--- src/rtl/core/acss_pkg.sv ---
// Shared types and constants for the converter channel scan sequencer.
package acss_pkg;

    localparam int MAX_CHANNELS = 16;
    localparam int CH_W         = 4;
    localparam int CNT_W        = 5;
    localparam int RETRY_W      = 8;
    localparam int TICK_W       = 32;
    localparam int SETTLE_W     = 16;
    localparam int WORD_W       = 16;
    localparam int STATUS_W     = 8;
    localparam int CFG_IDX_W    = 2;
    localparam int CFG_DATA_W   = 32;

    localparam logic [CNT_W-1:0] COUNT_TOP =
        (MAX_CHANNELS < 16) ? CNT_W'(MAX_CHANNELS) : CNT_W'(16);

    localparam logic [CNT_W-1:0]   CHANNEL_COUNT_RST    = CNT_W'(16);
    localparam logic [TICK_W-1:0]  POLL_RETRY_TICKS_RST = TICK_W'(10000);
    localparam logic [RETRY_W-1:0] POLL_RETRY_LIMIT_RST = RETRY_W'(20);

    typedef enum logic [CFG_IDX_W-1:0] {
        CFG_CHANNEL_COUNT    = 2'd0,
        CFG_POLL_RETRY_TICKS = 2'd1,
        CFG_POLL_RETRY_LIMIT = 2'd2,
        CFG_UNUSED           = 2'd3
    } cfg_index_t;

    typedef enum logic [2:0] {
        ACT_WAIT    = 3'd0,
        ACT_MUX     = 3'd1,
        ACT_TRIGGER = 3'd2,
        ACT_RETRY   = 3'd3,
        ACT_RESULT  = 3'd4,
        ACT_TIMEOUT = 3'd5,
        ACT_RESET   = 3'd6
    } action_t;

    typedef struct packed {
        logic [CNT_W-1:0]   channel_count;
        logic [TICK_W-1:0]  poll_retry_ticks;
        logic [RETRY_W-1:0] poll_retry_limit;
    } cfg_t;

    typedef struct packed {
        logic signed [TICK_W-1:0] elapsed_ticks;
        logic [STATUS_W-1:0]      status_byte;
        logic [WORD_W-1:0]        conversion_word;
        logic [SETTLE_W-1:0]      mux_settle_ticks;
        logic                     priority_request;
        logic [CH_W-1:0]          priority_request_channel;
    } item_t;

    typedef struct packed {
        action_t           action;
        logic [CH_W-1:0]   channel;
        logic [WORD_W-1:0] conversion_value;
    } result_t;

endpackage

--- src/rtl/core/acss_step.sv ---
// Sequencer state and the per-tick step logic of the channel scan sequencer.
module acss_step (
    input  logic             clk,
    input  logic             rst_n,
    input  logic             step_en,
    input  acss_pkg::item_t  item,
    input  acss_pkg::cfg_t   cfg,
    output acss_pkg::result_t result
);
    import acss_pkg::*;

    typedef enum logic [1:0] {
        PH_SELECT  = 2'd0,
        PH_TRIGGER = 2'd1,
        PH_POLL    = 2'd2,
        PH_RESET   = 2'd3
    } phase_t;

    phase_t              phase_reg,      phase_next;
    logic [RETRY_W-1:0]  retries_reg,    retries_next;
    logic [TICK_W-1:0]   wait_reg,       wait_next;
    logic                act_v_reg,      act_v_next;
    logic [CH_W-1:0]     act_ch_reg,     act_ch_next;
    logic                pend_v_reg,     pend_v_next;
    logic [CH_W-1:0]     pend_ch_reg,    pend_ch_next;
    logic [CH_W-1:0]     scan_reg,       scan_next;
    logic [CH_W-1:0]     meas_reg,       meas_next;

    logic [TICK_W-1:0]   elapsed;
    logic [CNT_W-1:0]    count_lim;
    logic [CH_W-1:0]     scan_inc;
    action_t             act;
    logic [WORD_W-1:0]   value;

    always_comb
    begin
        elapsed = item.elapsed_ticks[TICK_W-1] ? '0 : TICK_W'(item.elapsed_ticks);

        count_lim = cfg.channel_count;
        if (count_lim == '0)
        begin
            count_lim = CNT_W'(1);
        end
        if (count_lim > COUNT_TOP)
        begin
            count_lim = COUNT_TOP;
        end

        phase_next   = phase_reg;
        retries_next = retries_reg;
        wait_next    = wait_reg;
        act_v_next   = act_v_reg;
        act_ch_next  = act_ch_reg;
        pend_v_next  = pend_v_reg;
        pend_ch_next = pend_ch_reg;
        scan_next    = scan_reg;
        meas_next    = meas_reg;
        act          = ACT_WAIT;
        value        = '0;
        scan_inc     = scan_reg + CH_W'(1);

        if (item.priority_request && (32'(item.priority_request_channel) < MAX_CHANNELS))
        begin
            pend_v_next  = 1'b1;
            pend_ch_next = item.priority_request_channel;
        end

        if ((wait_reg != '0) && (elapsed < wait_reg))
        begin
            wait_next = wait_reg - elapsed;
            act       = ACT_WAIT;
        end
        else
        begin
            wait_next = '0;
            unique case (phase_reg)
                PH_SELECT:
                begin
                    if (act_v_reg)
                    begin
                        meas_next = act_ch_reg;
                    end
                    else if (pend_v_next)
                    begin
                        act_v_next  = 1'b1;
                        act_ch_next = pend_ch_next;
                        pend_v_next = 1'b0;
                        meas_next   = pend_ch_next;
                    end
                    else
                    begin
                        if ({1'b0, scan_reg} >= count_lim)
                        begin
                            scan_next = '0;
                        end
                        meas_next = scan_next;
                    end
                    wait_next  = TICK_W'(item.mux_settle_ticks);
                    phase_next = PH_TRIGGER;
                    act        = ACT_MUX;
                end
                PH_TRIGGER:
                begin
                    retries_next = cfg.poll_retry_limit;
                    phase_next   = PH_POLL;
                    act          = ACT_TRIGGER;
                end
                PH_POLL:
                begin
                    if (item.status_byte == '0)
                    begin
                        if (act_v_reg && (meas_reg == act_ch_reg))
                        begin
                            act_v_next = 1'b0;
                        end
                        else if ({1'b0, scan_inc} >= count_lim)
                        begin
                            scan_next = '0;
                        end
                        else
                        begin
                            scan_next = scan_inc;
                        end
                        phase_next = PH_SELECT;
                        act        = ACT_RESULT;
                        value      = item.conversion_word;
                    end
                    else if (retries_reg != '0)
                    begin
                        retries_next = retries_reg - RETRY_W'(1);
                        wait_next    = cfg.poll_retry_ticks;
                        act          = ACT_RETRY;
                    end
                    else
                    begin
                        phase_next = PH_RESET;
                        act        = ACT_TIMEOUT;
                    end
                end
                PH_RESET:
                begin
                    phase_next = PH_SELECT;
                    act        = ACT_RESET;
                end
                default:
                begin
                    phase_next = PH_SELECT;
                    act        = ACT_RESET;
                end
            endcase
        end

        result.action           = act;
        result.channel          = meas_next;
        result.conversion_value = value;
    end

    always_ff @(posedge clk or negedge rst_n)
    begin
        if (!rst_n)
        begin
            phase_reg   <= PH_RESET;
            retries_reg <= '0;
            wait_reg    <= '0;
            act_v_reg   <= 1'b0;
            act_ch_reg  <= '0;
            pend_v_reg  <= 1'b0;
            pend_ch_reg <= '0;
            scan_reg    <= '0;
            meas_reg    <= '0;
        end
        else if (step_en)
        begin
            phase_reg   <= phase_next;
            retries_reg <= retries_next;
            wait_reg    <= wait_next;
            act_v_reg   <= act_v_next;
            act_ch_reg  <= act_ch_next;
            pend_v_reg  <= pend_v_next;
            pend_ch_reg <= pend_ch_next;
            scan_reg    <= scan_next;
            meas_reg    <= meas_next;
        end
    end

endmodule

--- src/rtl/core/adc_channel_scan_sequencer_top.sv ---
// Top level of the converter channel scan sequencer: config, input and result registers.
//
// Each input transaction is one poll tick: elapsed ticks, converter status and data,
// mux settle delay and an optional priority-channel request. Each tick yields exactly
// one result transaction: an action code, the channel concerned and the conversion value.
// Both channels use valid/ready; a transaction moves when valid and ready are both high.
// The tick is held in the input register, stepped through the sequencer logic and loaded
// into the result register.
// Throughput is one tick per cycle while results are taken; the step from input register
// to result register is combinational.
// Configuration writes (cfg_wen, cfg_index, cfg_data) take effect at once; index 0 channel
// count, 1 poll retry wait, 2 poll limit. The user writes only while the block is idle;
// the block does not enforce this. Reset clears both stages, restores the register defaults
// and puts the sequencer in its reset-device phase, so the first step issues a device reset.
// When the receiver stalls the result holds, the input register still fills, and
// in_ready drops until the result is taken.
module adc_channel_scan_sequencer_top (
    input  logic                                clk,
    input  logic                                rst_n,
    input  logic                                in_valid,
    output logic                                in_ready,
    input  logic signed [acss_pkg::TICK_W-1:0]  elapsed_ticks,
    input  logic [acss_pkg::STATUS_W-1:0]       status_byte,
    input  logic [acss_pkg::WORD_W-1:0]         conversion_word,
    input  logic [acss_pkg::SETTLE_W-1:0]       mux_settle_ticks,
    input  logic                                priority_request,
    input  logic [acss_pkg::CH_W-1:0]           priority_request_channel,
    output logic                                out_valid,
    input  logic                                out_ready,
    output logic [2:0]                          action,
    output logic [acss_pkg::CH_W-1:0]           channel,
    output logic [acss_pkg::WORD_W-1:0]         conversion_value,
    input  logic                                cfg_wen,
    input  logic [acss_pkg::CFG_IDX_W-1:0]      cfg_index,
    input  logic [acss_pkg::CFG_DATA_W-1:0]     cfg_data
);
    import acss_pkg::*;

    cfg_t    cfg_reg;
    item_t   item_reg;
    logic    in_full_reg;
    result_t out_reg;
    logic    out_valid_reg;
    result_t step_result;
    logic    advance;

    assign advance  = in_full_reg && (!out_valid_reg || out_ready);
    assign in_ready = !in_full_reg || advance;

    always_ff @(posedge clk or negedge rst_n)
    begin
        if (!rst_n)
        begin
            cfg_reg.channel_count    <= CHANNEL_COUNT_RST;
            cfg_reg.poll_retry_ticks <= POLL_RETRY_TICKS_RST;
            cfg_reg.poll_retry_limit <= POLL_RETRY_LIMIT_RST;
        end
        else if (cfg_wen)
        begin
            unique case (cfg_index_t'(cfg_index))
                CFG_CHANNEL_COUNT:    cfg_reg.channel_count    <= cfg_data[CNT_W-1:0];
                CFG_POLL_RETRY_TICKS: cfg_reg.poll_retry_ticks <= cfg_data[TICK_W-1:0];
                CFG_POLL_RETRY_LIMIT: cfg_reg.poll_retry_limit <= cfg_data[RETRY_W-1:0];
                default:
                begin
                end
            endcase
        end
    end

    always_ff @(posedge clk or negedge rst_n)
    begin
        if (!rst_n)
        begin
            in_full_reg <= 1'b0;
        end
        else if (in_ready)
        begin
            in_full_reg <= in_valid;
        end
    end

    always_ff @(posedge clk)
    begin
        if (in_valid && in_ready)
        begin
            item_reg.elapsed_ticks            <= elapsed_ticks;
            item_reg.status_byte              <= status_byte;
            item_reg.conversion_word          <= conversion_word;
            item_reg.mux_settle_ticks         <= mux_settle_ticks;
            item_reg.priority_request         <= priority_request;
            item_reg.priority_request_channel <= priority_request_channel;
        end
    end

    acss_step u_step (
        .clk     (clk),
        .rst_n   (rst_n),
        .step_en (advance),
        .item    (item_reg),
        .cfg     (cfg_reg),
        .result  (step_result)
    );

    always_ff @(posedge clk or negedge rst_n)
    begin
        if (!rst_n)
        begin
            out_valid_reg <= 1'b0;
        end
        else if (advance)
        begin
            out_valid_reg <= 1'b1;
        end
        else if (out_ready)
        begin
            out_valid_reg <= 1'b0;
        end
    end

    always_ff @(posedge clk)
    begin
        if (advance)
        begin
            out_reg <= step_result;
        end
    end

    assign out_valid        = out_valid_reg;
    assign action           = out_reg.action;
    assign channel          = out_reg.channel;
    assign conversion_value = out_reg.conversion_value;

endmodule

--- config.mk ---
export PLATFORM = sky130hd
export DESIGN_NAME = adc_channel_scan_sequencer_top
export DESIGN_NICKNAME = d
export VERILOG_FILES = /design/src/rtl/core/acss_pkg.sv /design/src/rtl/core/acss_step.sv /design/src/rtl/core/adc_channel_scan_sequencer_top.sv
export SDC_FILE = /design/constraint.sdc
export NUM_CORES = 1
export LEC_CHECK = 0
export BUFFER_PORTS_ARGS = -buffer_cell sky130_fd_sc_hd__buf_4
export CORE_MARGIN = 2
export CORE_UTILIZATION = 35
export CTS_CLUSTER_DIAMETER = 200
export DETAILED_ROUTE_END_ITERATION = 12
export SKIP_LAST_GASP = 1
export SYNTH_ARGS = -nofsm -noshare
export SYNTH_HDL_FRONTEND = slang
export SYNTH_SLANG_ARGS = --single-unit
--- constraint.sdc ---
create_clock -name clk -period 4.71 [get_ports clk]
set_input_delay 0.942 -clock clk [delete_from_list [all_inputs] [get_ports clk]]
set_output_delay 0.942 -clock clk [all_outputs]
set_load 0.005 [all_outputs]
=== Yosys cells after proc, flatten, opt, wreduce, memory -nomap -nowiden ===
Index checks and enable logic that the tools add are counted.

* Add/sub/neg operators: 3
* Magnitude comparators: 4
* Equality and inequality tests: 14
* Mux-type cells: 39
* Bitwise gates (word level): 4
* Reductions and logical operators: 26

{| class="wikitable"
|+ Operators by type and width
! operator !! number
|-
| $mux W32 || 3
|-
| $pmux W32 S2 || 1
|-
| $mux W4 || 11
|-
| $lt A32 B32 Y1 || 1
|-
| $reduce_bool A32 Y1 || 1
|-
| $sub A32 B32 Y32 || 1
|-
| $mux W31 || 1
|-
| $mux W8 || 2
|-
| $pmux W8 S2 || 1
|-
| $reduce_and A5 Y1 || 3
|-
| $pmux W3 S4 || 1
|-
| $ge A4 B5 Y1 || 2
|-
| $mux W1 || 10
|-
| $mux W5 || 2
|-
| $logic_not A8 Y1 || 1
|-
| $ne A2 B2 Y1 const B || 4
|-
| $pmux W2 S4 || 1
|-
| $pmux W4 S2 || 1
|-
| $reduce_bool A8 Y1 || 1
|-
| $sub A8 B1 Y8 const B || 1
|-
| $reduce_and A7 Y1 || 1
|-
| $eq A2 B2 Y1 const B || 3
|-
| $mux W3 || 2
|-
| $ne A2 B1 Y1 const B || 3
|-
| other kinds (17) || 32
|}

* Flip-flop bits (word level): 207
* Logic and storage cells: 113

=== Depth between registers and ports, before layout ===
Gate-level depths: netlist (run 1).

* Depth in word-level cells: 10
* Depth in mapped cells: 15
* Depth with buffers taken out: 11

=== Hierarchy ===
A second synthesis (run 1) with hierarchy kept.

* Cell total of the unflattened synthesis: 922
* Area total of the unflattened synthesis: 10,819.1 µm²

{| class="wikitable"
|+ By module, submodules not included
! module !! times used !! cells each !! area an instance (µm²) !! sequential area each (µm²)
|-
| acss_step || 1 || 718 || 5,888.1 || 1,503.9
|-
| adc_channel_scan_sequencer_top || 1 || 204 || 4,931.0 || 4,189.0
|}

=== Least setup slack after synthesis (run 1) ===
Ideal clock, no wire load.

* Kind: input -> register
* Start point: input port out_ready
* End point: register item_reg[0] (netlist bit) (enable)
* Arrival time: 2,915 ps
* Data required time: 4,266 ps
* Slack: 1,351 ps
* Stages: 2
* Buffers on the path: 0
* Cells stage by stage: nand3b_1 and2_1

* Longest elaborated chain between the ends: 4

{| class="wikitable"
|+ Ends and longest elaborated chain
! item !! line !! RTL
|-
| start: declaration || adc_channel_scan_sequencer_top.sv:29 || <nowiki>input logic out_ready,</nowiki>
|-
| $logic_or A1 B1 Y1 || adc_channel_scan_sequencer_top.sv:47 || <nowiki>assign advance = in_full_reg && (!out_valid_reg || out_ready);</nowiki>
|-
| $logic_and A1 B1 Y1 || adc_channel_scan_sequencer_top.sv:47 ||
|-
| $logic_or A1 B1 Y1 || adc_channel_scan_sequencer_top.sv:48 || <nowiki>assign in_ready = !in_full_reg || advance;</nowiki>
|-
| $logic_and A1 B1 Y1 || adc_channel_scan_sequencer_top.sv:85 || <nowiki>if (in_valid && in_ready)</nowiki>
|-
| end: declaration || adc_channel_scan_sequencer_top.sv:40 || <nowiki>item_t item_reg;</nowiki>
|}

No other way between the ends.
A chain may end at the register's enable or synchronous reset.

=== Worst setup path after layout (run 1) ===
* Start point: register item_reg[76] (netlist bit)
* End point: register u_step.retries_reg[1]

* Longest elaborated chain between the ends: 5

{| class="wikitable"
|+ Ends and longest elaborated chain
! item !! line !! RTL
|-
| $mux W31 || acss_step.sv:37 || <nowiki>elapsed = item.elapsed_ticks[TICK_W-1] ? '0 : TICK_W'(item.elapsed_ticks);</nowiki>
|-
| $lt A32 B32 Y1 || acss_step.sv:68 || <nowiki>if ((wait_reg != '0) && (elapsed < wait_reg))</nowiki>
|-
| $logic_and A1 B1 Y1 || acss_step.sv:68 ||
|-
| $not A1 Y1 (no line) || -- ||
|-
| $reduce_and A5 Y1 (no line) || -- ||
|-
| end signal: assignment || acss_step.sv:175 || <nowiki>retries_reg <= retries_next;</nowiki>
|-
| end: declaration || acss_step.sv:20 || <nowiki>logic [RETRY_W-1:0] retries_reg, retries_next;</nowiki>
|}

No other way between the ends.

==> results of run 1 <==
==> cell families after synthesis <==
family,after synthesis
buf+inv,75
compound gates,227
fa+ha+maj,46
mux,79
xor+xnor,21
simple gates,300
flops,207
==> stage by stage <==
stage                     worst slack, ps  cells
after global placement                854   1450
after floorplan                      1350    955
after CTS                             741   1496
after global routing                  468   1496
after detailed placement              768   1450
final                                 765   1496
==> cells in the final DEF (no fill, tap or decap), types with 5 or more instances in the layout <==
master	n
xnor2_1	13
nor2b_1	9
buf_4	152
dfstp_2	10
mux2i_1	14
mux2_2	61
and3_1	21
nor4_1	11
a41oi_1	7
o211ai_1	18
a21o_1	21
nand4_1	22
edfxtp_1	100
a31oi_1	14
a21oi_1	45
nor3_1	14
o22ai_1	5
a221o_1	8
o21ai_0	37
nor2_1	37
dfrtp_1	97
or2_2	6
o21bai_1	5
inv_1	21
or3_1	7
clkbuf_16	25
a211o_1	6
a22o_1	16
ha_1	45
nand3_1	23
and2_1	10
nand2b_1	46
o21a_1	8
xor2_1	8
nand2_1	69
a211oi_1	5
clkinv_2	6
==> area by class of cell <==
type | count | area share [%]
Clock buffer | 30 | 4.99
Clock inverter | 16 | 1.42
Inverter | 22 | 0.629
Multi-Input combinational cell | 673 | 37.1
Sequential cell | 207 | 43.4
Tap cell | 396 | 3.78
Timing Repair Buffer | 152 | 8.69
==> power by group <==
group	switching (W)	leakage (nW)	internal (W)	total, W
combinational	0.00194	2.84	0.00144	0.00338
sequential	0.000313	2.25	0.00231	0.00263
clock	0.000763	0.414	0.00121	0.00197
==> routing by layer <==
layer	part of all wire (%)	vias up	routed length, um	track usage [%]
li1	-	3846	-	-
met1	47	3835	13100	24.3
met2	46	189	12900	27.2
met3	4.4	35	1220	2.59
met4	2.2	0	602	4.42
met5	0	-	0	0
==> synth_stat cells, drive strengths merged (13+ instances only) <==
master,number
a31oi,14
a21o,22
nor2,37
o211ai,18
ha,45
nand4,24
a21oi,47
nand2,69
o21ai,41
clkbuf,37
xnor2,13
nand2b,46
buf,16
nand3,23
inv,22
edfxtp,100
and3,21
mux2,65
a22o,16
dfrtp,97
mux2i,14
nor3,14
==> worst min-delay path, stage by stage (launching register included) <==
cell and delay [ps]:
dfrtp_1 340, nand2_1 50, nand2_1 60
==> final timing paths <==
path                                                           to  depth (start not counted)  slack (ps)
worst max register to register  u_step.retries_reg[1]$_DFFE_PN0P_                         10         770
worst min-delay path            u_step.pend_ch_reg[0]$_DFFE_PN0P_                          2         470
worst min register to register  u_step.pend_ch_reg[0]$_DFFE_PN0P_                          2         470
max in group asynchronous         u_step.phase_reg[1]$_DFFE_PN1P_                          2        3040
min in group asynchronous                 in_full_reg$_DFFE_PN0N_                          1         560
worst max-delay path            u_step.retries_reg[1]$_DFFE_PN0P_                         10         770
==> impl_metrics.env, run 1 <==
export IMPL_status="finished, final reports clean"
export IMPL_synth_xor_area_share_pct=1.69
export IMPL_postPlaceCellArea_sq_um=12300
export IMPL_cts_made_buffers=25
export IMPL_critPathBufInv=1
export IMPL_synth_top_family_by_area="simple AND/OR/NAND/NOR gates"
export IMPL_hpwl_um=20100
export IMPL_hold_start="u_step.pend_ch_reg[0]$_DFFE_PN0P_"
export IMPL_grt_setup_unrepaired="false"
export IMPL_synth_area_leaders="edfxtp_1 (28%), dfrtp_1 (22%), mux2_2 (6.3%)"
export IMPL_finalMaxSlewViolations=0
export IMPL_post_synth_top_area_cell="edfxtp_1"
export IMPL_syn_area_per_cell_sq_um=11.4
export IMPL_route_detailed_drc=0
export IMPL_multi_input_area_sq_um=4870
export IMPL_antenna_found_initial=0
export IMPL_wl_per_cell_um=18.6
export IMPL_die_h_um=180
export IMPL_setup_tns_ps=0
export IMPL_die_w_um=180
export IMPL_max_slew_margin_pct=26.4
export IMPL_dieArea_sq_um=32500
export IMPL_drt_first_pass_iters=5
export IMPL_cp_max_fo=31
export IMPL_worst_pin_slew_ps=1100
export IMPL_n_antenna_cell=0
export IMPL_post_cts_resized=0
export IMPL_area_growth_pct=20.6
export IMPL_cp_common_cell="and3_1"
export IMPL_synth_compound_area_share_pct=14.3
export IMPL_critPathRequiredTime_ps=5160
export IMPL_timing_rr_start="item_reg[76]$_DFFE_PP_"
export IMPL_drive_gt1_share_pct=25.9
export IMPL_clockBufferDepth=3
export IMPL_cap_violations=0
export IMPL_synth_edf_count=100
export IMPL_nets=1243
export IMPL_start_kind="register"
export IMPL_start_util_pct=35.6
export IMPL_hold_slack_ps=473
export IMPL_ant_nets=0
export IMPL_yosysUniqueCellTypes=73
export IMPL_grt_overflow_total=0
export IMPL_cpMaxStageDelayCell="edfxtp_1"
export IMPL_track_usage_pct=17.1
export IMPL_row_count=64
export IMPL_synth_top_area_share_pct=27.6
export IMPL_synth_adder_area_share_pct=5.36
export IMPL_crit_type="register to register"
export IMPL_yosys_warnings=0
export IMPL_power_w=0.00798
export IMPL_post_route_period_util_pct=83.8
export IMPL_cts_sinks=207
export IMPL_startpoint="item_reg[76]$_DFFE_PP_"
export IMPL_yosys_most_used_dff="edfxtp_1"
export IMPL_grt_pass1_wl_um=44800
export IMPL_skew_ps=22.2
export IMPL_crit_path_max_incr_delay_ps=740
export IMPL_fillers=2945
export IMPL_synthesis_nets=1117
export IMPL_leakagePower_nw=5.50
export IMPL_port_buffers=140
export IMPL_synth_seq_cells=207
export IMPL_first_iter_violations=446
export IMPL_htreeDepth=1
export IMPL_grt_pass1_vias=8036
export IMPL_synthMuxAreaShare_pct=8.15
export IMPL_fin_util_pct=42.9
export IMPL_setup_viol=0
export IMPL_async_flop_share_pct=51.7
export IMPL_cp_end_kind="register"
export IMPL_ys_seq_area_share_pct=52.3
export IMPL_cts_root_buf="clkbuf_16"
export IMPL_path_clk_slew_ps=60
export IMPL_synthCells=955
export IMPL_seqCellArea_sq_um=5690
export IMPL_viasPerCell=5.28
export IMPL_hold_violations=0
export IMPL_path_cells="nand2b_1, ha_1, and3_1, nand4_4, nor4_4, a31o_2, a21o_1, buf_4, and3_1, mux2i_1"
export IMPL_timing_fmax_mhz=254
export IMPL_via_count=7905
export IMPL_grt_max_degree=78
export IMPL_cp_arrival_ps=4390
export IMPL_syn_area_sq_um=10900
export IMPL_cts_tree="built"
export IMPL_irDropWorstVdd_uv=301
export IMPL_critical_path_top_delay_family="simple AND/OR/NAND/NOR gates"
export IMPL_core_area_sq_um=30600
export IMPL_yosys_area_share_simple_pct=15.2
export IMPL_clk_latency_ps=530
export IMPL_pin_count=141
export IMPL_cts_hold_buffers_added=0
export IMPL_wl_um=27900
export IMPL_fin_area_sq_um=13100
export IMPL_power_density_nw_per_um2=608
export IMPL_gp_congestion=0.887
export IMPL_post_route_min_period_ps=3940
export IMPL_hold_class="register to register"
export IMPL_largest_reg_flops=77
export IMPL_cts_setup_buffers=0
Power figures use the tool's default switching activity.
==> run 2: changes to the inputs <==
- ABC_AREA: unset -> 1
- clock period: 4.71 -> 3.18 ns (I/O delays scaled with it)
==> impl_metrics.env, run 2 <==
export IMPL_first_iter_violations=676
export IMPL_grt_max_degree=71
export IMPL_synth_area_leaders="edfxtp_1 (25%), dfrtp_1 (21%), nand2_1 (18%)"
export IMPL_grt_overflow_total=0
export IMPL_pwr_share_clk_pct=22.7
export IMPL_clk_latency_ps=550
export IMPL_area_growth_pct=20.5
export IMPL_worst_pin_slew_ps=1150
export IMPL_ys_seq_area_share_pct=48.3
export IMPL_p_switching_w=0.00544
export IMPL_yosysMostFrequentCell="nand2_1"
export IMPL_grt_pass1_vias=9675
export IMPL_ant_nets=0
export IMPL_timing_fmax_mhz=345
export IMPL_yosys_most_used_dff="edfxtp_1"
export IMPL_power_density_nw_per_um2=893
export IMPL_dieArea_sq_um=35200
export IMPL_syn_area_sq_um=11800
export IMPL_core_area_sq_um=33400
export IMPL_n_antenna_cell=0
export IMPL_hold_slack_ps=64.5
export IMPL_internal_power_w=0.00724
export IMPL_synth_edf_count=100
export IMPL_cts_made_buffers=25
export IMPL_cpMaxStageDelayCell="fa_1"
export IMPL_cap_violations=0
export IMPL_post_route_min_period_ps=2900
export IMPL_cp_common_cell="nand2_1"
export IMPL_cts_setup_buffers=0
export IMPL_post_synth_top_area_cell="edfxtp_1"
export IMPL_start_kind="register"
export IMPL_worst_r2r_path_depth=21
export IMPL_cp_max_fo=30
export IMPL_irDropWorstVdd_uv=487
export IMPL_drt_first_pass_iters=5
export IMPL_row_count=67
export IMPL_wl_um=32000
export IMPL_path_cells="inv_1, buf_12, nand2_1, inv_1, fa_1, inv_1, nand3_1, nand2_2, nand2_1, nand2_2, nand2_1, nand2_2, nand2_1, nand2_2, nand2_4, inv_1, buf_6, nand2_1, nand2_1, nand2_1, nand2_1"
export IMPL_nets=1816
export IMPL_seqCellArea_sq_um=5690
export IMPL_drive_gt1_share_pct=15.4
export IMPL_skew_ps=10.5
export IMPL_route_detailed_drc=0
export IMPL_synth_top_area_share_pct=25.5
export IMPL_setup_viol=0
export IMPL_wl_per_cell_um=15.1
export IMPL_synth_seq_cells=207
export IMPL_setup_slack_ps=283
export IMPL_via_count=9961
export IMPL_critPathRequiredTime_ps=3660
export IMPL_gp_congestion=0.973
export IMPL_setup_tns_ps=0
export IMPL_swShare_pct=42.9
export IMPL_power_frac_comb_pct=46.9
export IMPL_postPlaceCellArea_sq_um=13400
export IMPL_antenna_found_initial=0
export IMPL_layout_common_cells="nand2_1 (571), inv_1 (208), buf_4 (152)"
export IMPL_cp_depth=21
export IMPL_path_clk_slew_ps=60
export IMPL_largest_reg_flops=77
export IMPL_finalMaxSlewViolations=0
export IMPL_critical_path_top_delay_family="simple AND/OR/NAND/NOR gates"
export IMPL_leakagePower_nw=7.13
export IMPL_status="finished, final reports clean"
export IMPL_hold_class="input port to asynchronous set/reset pin"
export IMPL_place_ws_ps=217
export IMPL_cp_arrival_ps=3370
export IMPL_track_usage_pct=18.2
export IMPL_critPathBufInv=6
export IMPL_grt_pass1_wl_um=51200
export IMPL_crit_type="register to register"
export IMPL_synthesis_nets=1672
export IMPL_synth_top_cells_by_count="nand2_1 (571), inv_1 (209), nor2_1 (128)"
export IMPL_max_slew_margin_pct=23.5
export IMPL_synthCells=1510
export IMPL_pwr_share_seq_pct=30.5
export IMPL_crit_path_max_incr_delay_ps=420
export IMPL_cp_end_kind="register"
export IMPL_final_common_cell="nand2_1"
export IMPL_grt_setup_unrepaired="false"
export IMPL_yosysUniqueCellTypes=41
export IMPL_start_util_pct=35.3
export IMPL_viasPerCell=4.70
export IMPL_port_buffers=140
export IMPL_multi_input_area_sq_um=5080
export IMPL_fillers=3459
export IMPL_clockBufferDepth=3
export IMPL_die_h_um=188
export IMPL_yosys_warnings=0
export IMPL_fin_area_sq_um=14200
export IMPL_pin_count=141
export IMPL_cts_sinks=207
export IMPL_cts_tree="built"
export IMPL_syn_area_per_cell_sq_um=7.81
export IMPL_cts_root_buf="clkbuf_16"
export IMPL_async_flop_share_pct=51.7
export IMPL_hpwl_um=24000
export IMPL_die_w_um=188
export IMPL_post_route_period_util_pct=91.1
export IMPL_htreeDepth=1
export IMPL_hold_violations=0
## run 2: changes by cell type after synthesis, moves of 17 or more
cell	before	now
a21o_1	21	1
nor2_1	37	128
mux2_2	61	15
o211ai_1	18	1
o21ai_1	4	21
inv_1	22	209
nand3_1	23	64
nand2_1	69	571
nand2b_1	46	0
and3_1	21	0
## run 2: layout make-up
class | instances | area share, %
inverter | 218 | 5.77
multi-input combinational | 1045 | 35.7
tap | 448 | 3.95
timing repair buffer | 157 | 8.68
clock inverter | 15 | 1.23
sequential | 207 | 40.1
clock buffer | 31 | 4.56
## run 2: logic make-up after synthesis
family                     Yosys count  share of synthesized area [%]
AOI/OAI and AO/OA                  119                           5.20
xor gates and xnor gates            24                           1.78
adders and majority gates           46                           4.95
buffers and inverters              258                           8.76
DFF                                207                           48.3
muxes                               19                           1.77
and+or+nand+nor                    837                           29.2
## run 2: timing repair
item	in CTS	in global routing
endpoints found under the setup margin	0	22
resized for setup	0	3
hold buffers	0	0
## run 2: worst register-to-register path, delay by kind of cell (launching register included)
kind	cells	cell delay [ps]
DFF	1	340
and+or+nand+nor	14	1250
buffers and inverters	6	850
adders and majority gates	1	430
## run 2: metrics by stage
step,std cells,utilization (%),power (W)
global route,2121,42.6,0.0138
CTS,2121,42.5,0.0127
finish,2121,42.6,0.0127
floorplan,1510,-,0.00815
global placement,2075,40.1,0.00973
detailed placement,2075,40.1,0.00977
## run 2: power groups by stage
stage | logic (W) | registers, W | clock network (W)
CTS | 0.00591 | 0.00386 | 0.00296
global route | 0.00678 | 0.00394 | 0.00307
finish | 0.00595 | 0.00386 | 0.00288
detailed placement | 0.00587 | 0.00390 | 0
floorplan | 0.00439 | 0.00375 | 0
global placement | 0.00583 | 0.00390 | 0
## run 2: layer usage
metal / global-route usage (%) / up-vias / routed length (um)
met1: 24.5 / 4632 / 14500
met3: 2.62 / 54 / 1510
met5: 0 / - / 0
met4: 4.97 / 0 / 883
met2: 30.8 / 227 / 15100
li1: - / 5048 / -
## run 2: final timing paths
kind	startpoint	to	slack, ps
worst min-delay path	rst_n	u_step.wait_reg[11]$_DFFE_PN0P_	60
worst max-delay path	item_reg[76]$_DFFE_PP_	u_step.wait_reg[12]$_DFFE_PN0P_	280
worst max register to register	item_reg[76]$_DFFE_PP_	u_step.wait_reg[12]$_DFFE_PN0P_	280
min in group clk	elapsed_ticks[3]	item_reg[48]$_DFFE_PP_	260
worst min register to register	cfg_reg[1]$_DFFE_PN0P_	cfg_reg[1]$_DFFE_PN0P_	480
max in group asynchronous	rst_n	cfg_reg[44]$_DFFE_PN1P_	2280
==> run 3: changes to the inputs <==
- PLACE_DENSITY: unset -> 0.65
==> impl_metrics.env, run 3 (same netlist as run 2, synthesis figures left out) <==
export IMPL_status="finished, final reports clean"
export IMPL_grt_pass1_wl_um=50500
export IMPL_cp_arrival_ps=3420
export IMPL_cts_sinks=207
export IMPL_dieArea_sq_um=35200
export IMPL_grt_pass1_vias=9835
export IMPL_worst_r2r_path_depth=17
export IMPL_cp_max_fo=30
export IMPL_cts_tree="built"
export IMPL_hpwl_um=23700
export IMPL_pwr_share_clk_pct=22.3
export IMPL_row_count=67
export IMPL_grt_max_degree=97
export IMPL_hold_class="input port to register"
export IMPL_worst_pin_slew_ps=1050
export IMPL_drive_gt1_share_pct=15.0
export IMPL_clk_latency_ps=520
export IMPL_finalNonFillerCells=2118
export IMPL_start_util_pct=35.3
export IMPL_htreeDepth=1
export IMPL_hold_depth=1
export IMPL_irDropWorstVdd_uv=441
export IMPL_die_w_um=188
export IMPL_wl_per_cell_um=14.9
export IMPL_drt_first_pass_iters=5
export IMPL_first_iter_violations=665
export IMPL_cts_root_buf="clkbuf_16"
export IMPL_postPlaceCellArea_sq_um=13400
export IMPL_cap_violations=0
export IMPL_setup_viol=0
export IMPL_internal_power_w=0.00725
export IMPL_skew_ps=12.6
export IMPL_via_count=9956
export IMPL_area_growth_pct=20.4
export IMPL_hold_start="mux_settle_ticks[5]"
export IMPL_largest_reg_flops=77
export IMPL_ant_nets=0
export IMPL_place_inst=2074
export IMPL_setup_tns_ps=0
export IMPL_p_switching_w=0.00541
export IMPL_power_frac_comb_pct=47.1
export IMPL_grt_setup_unrepaired="false"
export IMPL_route_detailed_drc=0
export IMPL_crit_type="register to register"
export IMPL_cp_end_kind="register"
export IMPL_hold_violations=0
export IMPL_final_common_cell="nand2_1"
export IMPL_track_usage_pct=17.8
export IMPL_clockBufferDepth=3
export IMPL_pwr_share_seq_pct=30.6
export IMPL_nets=1815
export IMPL_path_clk_slew_ps=60
export IMPL_critPathRequiredTime_ps=3640
export IMPL_cts_made_buffers=24
export IMPL_leakagePower_nw=7.13
export IMPL_core_area_sq_um=33400
export IMPL_place_ws_ps=278
export IMPL_post_route_period_util_pct=93.1
export IMPL_swShare_pct=42.7
export IMPL_die_h_um=188
export IMPL_r2r_end="u_step.wait_reg[8]$_DFFE_PN0P_"
export IMPL_timing_rr_start="item_reg[76]$_DFFE_PP_"
export IMPL_start_kind="register"
export IMPL_timing_fmax_mhz=338
export IMPL_fin_area_sq_um=14200
export IMPL_post_route_min_period_ps=2960
export IMPL_layout_common_cells="nand2_1 (571), inv_1 (208), buf_4 (151)"
export IMPL_port_buffers=140
export IMPL_setup_slack_ps=220
export IMPL_antenna_found_initial=0
export IMPL_max_slew_margin_pct=30.3
export IMPL_wl_um=31700
export IMPL_gp_congestion=0.946
export IMPL_power_density_nw_per_um2=892
export IMPL_viasPerCell=4.70
export IMPL_finalMaxSlewViolations=0
export IMPL_pin_count=141
export IMPL_n_antenna_cell=0
export IMPL_min_to="item_reg[10]$_DFFE_PP_"
export IMPL_grt_overflow_total=0
export IMPL_rrSetupSlack_ps=220
export IMPL_fin_util_pct=42.5
[run 3: area by class of cell]
type / count / area (sq um)
clock buffer: 35 / 714
clock inverter: 8 / 97.6
fill: 3449 / 19200
inverter: 218 / 820
multi-input combinational: 1045 / 5070
sequential: 207 / 5690
tap: 448 / 561
timing repair buffer: 157 / 1240
[run 3: worst max path at each step]
stage / from / end / slack (ps) / cells past startpoint
2_1_floorplan: out_ready / item_reg[0]$_DFFE_PP_ / 390 / 4
3_3_place_gp: item_reg[76]$_DFFE_PP_ / u_step.wait_reg[11]$_DFFE_PN0P_ / 310 / 17
3_5_place_dp: item_reg[76]$_DFFE_PP_ / u_step.wait_reg[8]$_DFFE_PN0P_ / 280 / 17
4_1_cts: item_reg[76]$_DFFE_PP_ / u_step.wait_reg[8]$_DFFE_PN0P_ / 260 / 17
5_1_grt: item_reg[76]$_DFFE_PP_ / u_step.wait_reg[8]$_DFFE_PN0P_ / 10 / 17
6_report: item_reg[76]$_DFFE_PP_ / u_step.wait_reg[8]$_DFFE_PN0P_ / 220 / 17
[run 3: critical path: stages (launching register included)]
cell,delay (ps)
edfxtp_1,380
inv_1,100
buf_12,180
nand2_1,70
ha_1,400
nand2_1,130
nor2_1,150
inv_1,90
nor2_2,130
nand2_1,90
nor2_1,100
nor2_1,110
nand2_4,210
buf_4,340
nand2_1,120
o21ai_1,110
nand2_1,80
nand2_1,70
[run 3: timing repair]
item                                   in CTS  in global routing
hold buffers                                1                  0
gates resized for setup                     0                  0
buffers inserted                            0                  0
endpoints found under the hold margin      11                  0
[run 3: power groups by stage]
stage          Clock [W]  Combinational (W)  Sequential [W]
6_report         0.00282            0.00596         0.00388
3_3_place_gp           0            0.00578         0.00390
5_1_grt          0.00301            0.00675         0.00394
4_1_cts          0.00290            0.00592         0.00387
2_1_floorplan          0            0.00439         0.00375
3_5_place_dp           0            0.00587         0.00391
[run 3: routing by layer]
layer  wire length [um]  track usage, %  up-vias
met5                  0               0        -
li1                   -               -     5053
met1              14400            24.0     4626
met4                572            3.66        0
met2              15100            30.9      236
met3               1580            2.41       41
[run 3: stage by stage]
step | total power [W] | hold slack [ps]
after global placement | 0.00968 | 462
after floorplan | 0.00815 | 340
after detailed placement | 0.00978 | 470
after global routing | 0.0137 | 266
final | 0.0127 | 289
after CTS | 0.0127 | 271
